<file path="config.mk">
export PLATFORM = sky130hd
export DESIGN_NAME = ovp_queue
export DESIGN_NICKNAME = d
export VERILOG_FILES = /design/src/design/ovp_pkg.sv /design/src/design/ovp_queue.sv
export SDC_FILE = /design/constraint.sdc
export NUM_CORES = 1
export LEC_CHECK = 0
export BUFFER_PORTS_ARGS = -buffer_cell sky130_fd_sc_hd__buf_4
export CORE_UTILIZATION = 35
export DETAILED_ROUTE_END_ITERATION = 6
export GPL_ROUTABILITY_DRIVEN = 0
export GPL_TIMING_DRIVEN = 1
export SYNTH_ARGS = -nofsm -noshare
export SYNTH_HDL_FRONTEND = slang
export SYNTH_SLANG_ARGS = --single-unit
</file>
<file path="constraint.sdc">
create_clock -name clk -period 7.8 [get_ports clk]
set_input_delay 0.78 -clock clk [delete_from_list [all_inputs] [get_ports clk]]
set_output_delay 0.78 -clock clk [all_outputs]
set_load 0.05 [all_outputs]
</file>
<file path="src/design/ovp_pkg.sv">
`timescale 1ns / 1ps
// ----------------------------------------------------------------------------
// ovp_pkg
// Shared types, mode and status codes, and widths for the orthogonal
// viewpoint datapath.
// ----------------------------------------------------------------------------
package ovp_pkg;

    localparam logic [2:0] MODE_X     = 3'd0;
    localparam logic [2:0] MODE_Y     = 3'd1;
    localparam logic [2:0] MODE_Z     = 3'd2;
    localparam logic [2:0] MODE_PITCH = 3'd3;
    localparam logic [2:0] MODE_ROLL  = 3'd4;
    localparam logic [2:0] MODE_YAW   = 3'd5;

    localparam logic [1:0] STAT_OK      = 2'd0;
    localparam logic [1:0] STAT_BADMODE = 2'd1;
    localparam logic [1:0] STAT_DEGEN   = 2'd2;
    localparam logic [1:0] STAT_SAT     = 2'd3;

    // root bits 32..0, quotient bits 40..0
    localparam int SQRT_BITS = 33;
    localparam int DIV_BITS  = 41;

    // 0.01 in Q16.16, rounded down
    localparam logic [32:0] NUDGE_RAW = 33'd655;
    localparam logic [40:0] QUO_CLAMP = 41'h100_0000_0000;

    typedef logic signed [32:0] diff_t;
    typedef logic [32:0]        root_t;
    typedef logic [65:0]        sumsq_t;

    typedef struct packed {
        logic [2:0]         mode;
        logic signed [31:0] m_x;
        logic signed [31:0] m_y;
        logic signed [31:0] m_z;
        diff_t              d_x;
        diff_t              d_y;
        diff_t              d_z;
        root_t              lxy;
        root_t              len;
    } ovp_item_t;

    function automatic logic [31:0] mag32(input diff_t d);
        logic [32:0] n;
        n = -d;
        return d[32] ? n[31:0] : d[31:0];
    endfunction

endpackage

</file>
<file path="src/design/ovp_queue.sv">
`timescale 1ns / 1ps
// ----------------------------------------------------------------------------
// ovp_queue
// Small FIFO of items between the root and divide pipelines.
// ----------------------------------------------------------------------------
module ovp_queue
    import ovp_pkg::*;
#(
    parameter int DEPTH = 4
)
(
    input  logic      clk,
    input  logic      rst_n,
    input  ovp_item_t in_item,
    input  logic      in_valid,
    output logic      in_ready,
    output ovp_item_t out_item,
    output logic      out_valid,
    input  logic      out_ready
);

    localparam int PW = (DEPTH > 1) ? $clog2(DEPTH) : 1;
    localparam int CW = $clog2(DEPTH + 1);

    ovp_item_t       mem_reg [0:DEPTH-1];
    logic [PW-1:0]   wr_ptr_reg;
    logic [PW-1:0]   rd_ptr_reg;
    logic [CW-1:0]   count_reg;
    logic            push;
    logic            pop;

    assign in_ready  = count_reg != CW'(DEPTH);
    assign out_valid = count_reg != '0;
    assign push      = in_valid & in_ready;
    assign pop       = out_valid & out_ready;
    assign out_item  = mem_reg[rd_ptr_reg];

    always_ff @(posedge clk or negedge rst_n)
    begin
        if (!rst_n)
        begin
            wr_ptr_reg <= '0;
            rd_ptr_reg <= '0;
            count_reg  <= '0;
        end
        else
        begin
            if (push)
            begin
                wr_ptr_reg <= (wr_ptr_reg == PW'(DEPTH - 1)) ? '0 : wr_ptr_reg + 1'b1;
            end
            if (pop)
            begin
                rd_ptr_reg <= (rd_ptr_reg == PW'(DEPTH - 1)) ? '0 : rd_ptr_reg + 1'b1;
            end
            if (push && !pop)
            begin
                count_reg <= count_reg + 1'b1;
            end
            else if (pop && !push)
            begin
                count_reg <= count_reg - 1'b1;
            end
        end
    end

    always_ff @(posedge clk)
    begin
        if (push)
        begin
            mem_reg[wr_ptr_reg] <= in_item;
        end
    end

    a_count_bound: assert property (@(posedge clk) disable iff (!rst_n)
        count_reg <= CW'(DEPTH))
        else $error("queue count above depth");

    a_count_up: assert property (@(posedge clk) disable iff (!rst_n)
        push && !pop |=> count_reg == $past(count_reg) + 1'b1)
        else $error("queue count missed a push");

    a_count_down: assert property (@(posedge clk) disable iff (!rst_n)
        pop && !push |=> count_reg == $past(count_reg) - 1'b1)
        else $error("queue count missed a pop");

endmodule

</file>
==> flow_summary.ini, run 1 <==
[global_route]
grt_usage = 0.145
grt_pass1_vias = 18400
grt_max_degree = 111
grt_overflow = 0
grt_pass1_wl_mm = 120
antenna_found_initial = 5

[floorplanning]
die_height_um = 334
row_count = 121
ios = 534
fp.dieArea_um2 = 112000
initial_core_util = 0.354
die_w_um = 334
core-area_um2 = 109000

[finish]
drive_above_1_share = 0.470
instances_no_fill = 3530
regArea_um2 = 31900
final_util = 0.438
multiInputGateArea_um2 = 6220
design_area_um2 = 47700
n_fill_cell = 9207
nets = 2298
area_growth_syn_to_layout_pct = 23.8
largest_register_ffs = 1056

[timing]
finalSetupTns_ns = 0
setup_slack_ns = 3.57
max_freq_ghz = 0.236
fin_crit_ns = 4.23
slew_viol_final = 0
worstMarginPinSlew_ns = 1.15
slew_headroom = 0.234
setup_viol_count_final = 0
hold_ws_ns = 0.291
rsz0062_at_grt = false
fin_skew_ns = 0.0260
min_period_over_period = 0.542
hold_violations = 0

[critical_path]
cpMostUsedCell = buf_4
r2r_slack_ns = 4.62
r2r_end = mem_reg[3][245]$_DFFE_PP_
rr_worst_depth = 4
cp_data_arrival_time_ns = 3.45
startpoint_type = flop
max_stage_delay_ns = 1.14
worst_path_max_delay_cell = dfrtp_4
setup.worst_path.end_class = primary output
r2r_start = count_reg[2]$_DFFE_PN0P_
path_class = flop to primary output
crit_fanout = 66
critical_path.startpoint = rd_ptr_reg[1]$_DFFE_PN0P_
critPathCapture = out_item[61]
cp_data_required_time_ns = 7.02
path_cells = buf_4 > mux4_2 > buf_4

[drt]
wire_per_inst_um = 23.2
vias_per_cell = 4.84
detail_route.drc_violations = 0
dr.first_iter.drc_count = 980
drt_first_pass_iters = 5
routed_wl_mm = 81.9
vias = 17100
ant_nets = 0

[power]
finalPower_mw = 21.5
ir_drop_mv = 0.263
power.internal_mw = 13.4
clockPowerShare = 0.239
power.density_nw_per_um2 = 451
p_sw_frac = 0.379
leakagePower_nw = 16.0
combPwrFrac = 0.395
p_sw_mw = 8.15
p_seq_frac = 0.366

[synth]
synth_ff_type = edfxtp_1
synth_edf_count = 1056
yosysWarnings = 0
ys_seq_area_frac = 0.827
syn-cell-area_um2 = 38600
ys_ff_latch = 1063
synth_nets = 1690
synth.distinct_cells = 21
async_flop_share = 0.00659
netlist_instances = 1415
synth.avg_cell_area_um2 = 27.3

[status]
status = finished clean

[placed_design]
hpwlAfterDp_mm = 49.8
dp.cells = 3324
port_buffers = 533
dp_slack_ns = 4.14
placed_area_um2 = 44100

[clocking]
tritoncts = done
htree_levels = 3
clock_sinks = 1063
cts_made_buffers = 110
worstSkewPairLatency_ns = 0.69
clockRootBuffer = clkbuf_16
clk_transition_reported_paths_ns = 0.06
cts_buffer_depth = 3

[worst_hold_path]
min_path_type = input pin to flop
whs_path_depth = 1

[job]
maxCapViolations = 0
## worst max-delay path, delay by kind of cell (launching register included)
family   cells  cell delay (ns)
flops        1             1.14
buf+inv      2             1.03
mux          1             0.44
## worst min path at each step
| stage | slack [ns] | end | start |
|---|---|---|---|
| 6_report | 0.29 | mem_reg[1][68]$_DFFE_PP_ | in_item[68] |
| 5_1_grt | 0.24 | mem_reg[0][24]$_DFFE_PP_ | in_item[24] |
| 4_1_cts | 0.22 | mem_reg[3][28]$_DFFE_PP_ | in_item[28] |
| 3_5_place_dp | 0.47 | count_reg[2]$_DFFE_PN0P_ | count_reg[2]$_DFFE_PN0P_ |
| 3_3_place_gp | 0.46 | count_reg[2]$_DFFE_PN0P_ | count_reg[2]$_DFFE_PN0P_ |
| 2_1_floorplan | 0.45 | count_reg[2]$_DFFE_PN0P_ | count_reg[2]$_DFFE_PN0P_ |
## area by class of cell
class	instances	area share
flip-flops and latches	1063	0.668
multi-input cells	290	0.130
repair buffers	555	0.0889
clock buffers	135	0.0610
well taps	1414	0.0371
clock inverters	67	0.0142
inverters	3	0.000236
diodes	3	0.000157
## power by group through the flow
stage          Sequential (mW)  Combinational [mW]  Clock (mW)
3_3_place_gp              7.96                8.65           0
2_1_floorplan             7.94                6.24           0
5_1_grt                   7.99                8.89        5.50
4_1_cts                   7.91                8.70        5.30
3_5_place_dp              8.03                8.68           0
6_report                  7.89                8.50        5.15
## layer usage
| metal | vias to the layer above | wire length [um] | part of all wire | global-route usage |
|---|---|---|---|---|
| li1 | 7409 | - | - | - |
| met1 | 9076 | 32000 | 0.39 | 0.177 |
| met2 | 480 | 41900 | 0.51 | 0.245 |
| met3 | 113 | 6450 | 0.079 | 0.0483 |
| met4 | 4 | 1540 | 0.019 | 0.0432 |
| met5 | - | 25 | 0.00031 | 0 |
## cells by family after synthesis
kind of cell               after synthesis  share of synthesized area
DFF                                   1063                      0.827
xor gates and xnor gates                 3                   0.000681
adders and majority gates                7                    0.00247
muxes                                  269                      0.156
buffers and inverters                   62                     0.0125
and+or+nand+nor                         11                    0.00188
## layout by cell type, fill, tap and decap left out
master | netlist | layout
dlygate4sd3_1 | 0 | 1
clkinv_4 | 0 | 5
diode_2 | 0 | 3
dfrtp_4 | 0 | 2
clkinvlp_4 | 0 | 4
and2_4 | 1 | 1
bufinv_16 | 0 | 12
or3b_4 | 1 | 1
nand2_1 | 1 | 1
xnor2_1 | 1 | 1
inv_1 | 3 | 3
nor2_1 | 3 | 3
xor2_1 | 2 | 2
edfxtp_1 | 1056 | 1056
and3_4 | 0 | 4
ha_1 | 6 | 6
inv_16 | 0 | 2
buf_12 | 0 | 6
or3_2 | 1 | 1
clkinv_1 | 0 | 19
buf_4 | 1 | 548
mux4_2 | 264 | 264
inv_6 | 0 | 2
mux2_4 | 2 | 2
fa_1 | 1 | 1
clkinv_2 | 0 | 23
clkbuf_16 | 0 | 113
clkbuf_1 | 2 | 22
mux2_2 | 3 | 3
dfrtp_1 | 7 | 5
## cells in the mapped netlist (2+ instances only)
master | instances | area, um^2
xor2_1 | 2 | 17.5
ha_1 | 6 | 75.1
dfrtp_1 | 7 | 175
edfxtp_1 | 1056 | 31700
clkbuf_1 | 2 | 7.51
and3_2 | 4 | 30.0
nor2_1 | 3 | 11.3
buf_2 | 27 | 135
mux4_2 | 264 | 5950
buf_6 | 28 | 315
mux2_2 | 3 | 33.8
mux2_4 | 2 | 30.0
inv_1 | 3 | 11.3
## repair_timing
item                      4_1_cts  5_1_grt
hold buffers                    1        0
hold endpoints to repair        7        0
gates resized for setup         0        0
setup buffers                   0        0
Note: power is estimated with default switching activity, not from simulation.
==> run 2: changes to the inputs <==
==> constraint.sdc (replaced) <==
create_clock -name clk -period 3.43 [get_ports clk]
set_input_delay 0.343 -clock clk [delete_from_list [all_inputs] [get_ports clk]]
set_output_delay 0.343 -clock clk [all_outputs]
set_load 0.05 [all_outputs]
==> flow_summary.ini, run 2 (synthesized netlist as in run 1, its figures left out) <==
[floorplanning]
die_height_um = 334
core-area_um2 = 109000
die_w_um = 334
row_count = 121
initial_core_util = 0.354
ios = 534
fp.dieArea_um2 = 112000

[critical_path]
cp_data_arrival_time_ns = 2.77
startpoint_type = flop
crit_fanout = 27
setup.worst_path.end_class = primary output
r2r_slack_ns = 1.18
path_cells = buf_12 > buf_12 > mux4_2 > buf_4
max_stage_delay_ns = 0.68
cp_data_required_time_ns = 3.09
worst-path-buf-inv = 3
cpMostUsedCell = buf_12
path_class = flop to primary output
worst_path_max_delay_cell = dfrtp_4
cpLargestDelayFamily = buffers and inverters

[global_route]
grt_overflow = 0
grt_pass1_wl_mm = 126
grt_pass1_vias = 20200
grt_max_degree = 82
antenna_found_initial = 5
grt_usage = 0.151

[drt]
vias_per_cell = 4.77
drt_first_pass_iters = 4
routed_wl_mm = 84.1
wire_per_inst_um = 21.9
ant_nets = 0
detail_route.drc_violations = 0
vias = 18300
dr.first_iter.drc_count = 917

[finish]
final_common_cell = edfxtp_1
multiInputGateArea_um2 = 6220
n_fill_cell = 8912
drive_above_1_share = 0.425
final_util = 0.466
area_growth_syn_to_layout_pct = 31.6
instances_no_fill = 3842
regArea_um2 = 31900
largest_register_ffs = 1056
final_cell_mix = edfxtp_1, buf_4, dlygate4sd3_1, mux4_2, clkbuf_16
design_area_um2 = 50800
nets = 2621

[power]
clockPowerShare = 0.222
p_sw_frac = 0.381
power.density_nw_per_um2 = 967
leakagePower_nw = 17.3
power.internal_mw = 30.4
ir_drop_mv = 0.673
p_seq_frac = 0.361
finalPower_mw = 49.1
combPwrFrac = 0.417
p_sw_mw = 18.7

[clocking]
htree_levels = 3
worstSkewPairLatency_ns = 0.68
clk_transition_reported_paths_ns = 0.06
cts_resized = 0
cts_buffer_depth = 3
clockRootBuffer = clkbuf_16
tritoncts = done
clock_sinks = 1063
cts_made_buffers = 108

[timing]
setup_viol_count_final = 0
finalSetupTns_ns = 0
setup_slack_ns = 0.314
worstMarginPinSlew_ns = 0.815
max_freq_ghz = 0.321
rsz0062_at_grt = false
fin_crit_ns = 3.12
slew_headroom = 0.457
hold_ws_ns = 0.100
min_period_over_period = 0.909
fin_skew_ns = 0.0203
hold_violations = 0
slew_viol_final = 0

[status]
status = finished clean

[placed_design]
hpwlAfterDp_mm = 53.5
port_buffers = 533
dp.cells = 3385
dp_slack_ns = 0.931
placed_area_um2 = 44800

[job]
maxCapViolations = 0

[worst_hold_path]
min_path_type = input pin to asynchronous set/reset pin
## run 2: cell types whose count changed in the layout (fill, tap and decap cells not counted), sizes merged
cell         delta
bufinv          -7
diode           +1
buf            +61
clkinvlp        -2
dlygate4sd3   +264
inv             +2
clkbuf          +1
clkinv          -8
## run 2: what timing repair did
item	in CTS	in global routing
hold buffers	265	0
endpoints found under the hold margin	1063	0
setup buffers	0	0
## run 2: worst paths after layout
| check | startpoint | end | depth (start not counted) |
|---|---|---|---|
| max | rd_ptr_reg[0]$_DFFE_PN0P_ | out_item[8] | 4 |
| min | rst_n | rd_ptr_reg[0]$_DFFE_PN0P_ | 2 |
| max reg2reg | count_reg[1]$_DFFE_PN0P_ | count_reg[2]$_DFFE_PN0P_ | 8 |
| min reg2reg | count_reg[2]$_DFFE_PN0P_ | count_reg[2]$_DFFE_PN0P_ | 1 |
| max in group asynchronous | rst_n | rd_ptr_reg[1]$_DFFE_PN0P_ | 2 |
| min in group clk | out_ready | rd_ptr_reg[0]$_DFFE_PN0P_ | 3 |
## run 2: worst reg2reg max path, cell delays in order (launching register included)
cell	delay, ns
dfrtp_1	0.42
or3_2	0.52
nand2_1	0.16
ha_1	0.22
inv_1	0.07
fa_1	0.37
xor2_1	0.15
nor2_1	0.11
xor2_1	0.16
## run 2: layer usage
layer / vias up / part of all wire / global-route usage / routed length (um)
met5: - / 0.00029 / 0 / 24
li1: 8050 / - / - / -
met3: 116 / 0.063 / 0.0399 / 5300
met1: 9687 / 0.39 / 0.183 / 33200
met2: 486 / 0.52 / 0.261 / 43800
met4: 4 / 0.021 / 0.0477 / 1800
## run 2: power groups by stage
stage / Sequential (mW) / Combinational, mW / Clock (mW)
6_report: 17.7 / 20.5 / 10.9
5_1_grt: 17.9 / 21.4 / 11.7
4_1_cts: 17.8 / 20.8 / 11.2
3_5_place_dp: 18.0 / 20.5 / 0
3_3_place_gp: 17.9 / 20.4 / 0
2_1_floorplan: 18.1 / 14.2 / 0
## run 2: area by class of cell
cell class	instances	area share
inverter	3	0.000222
clock buffer	136	0.0561
clock inverter	52	0.00811
antenna	4	0.000197
timing repair buffer	880	0.150
multi-input combinational	290	0.122
sequential	1063	0.628
tap	1414	0.0348
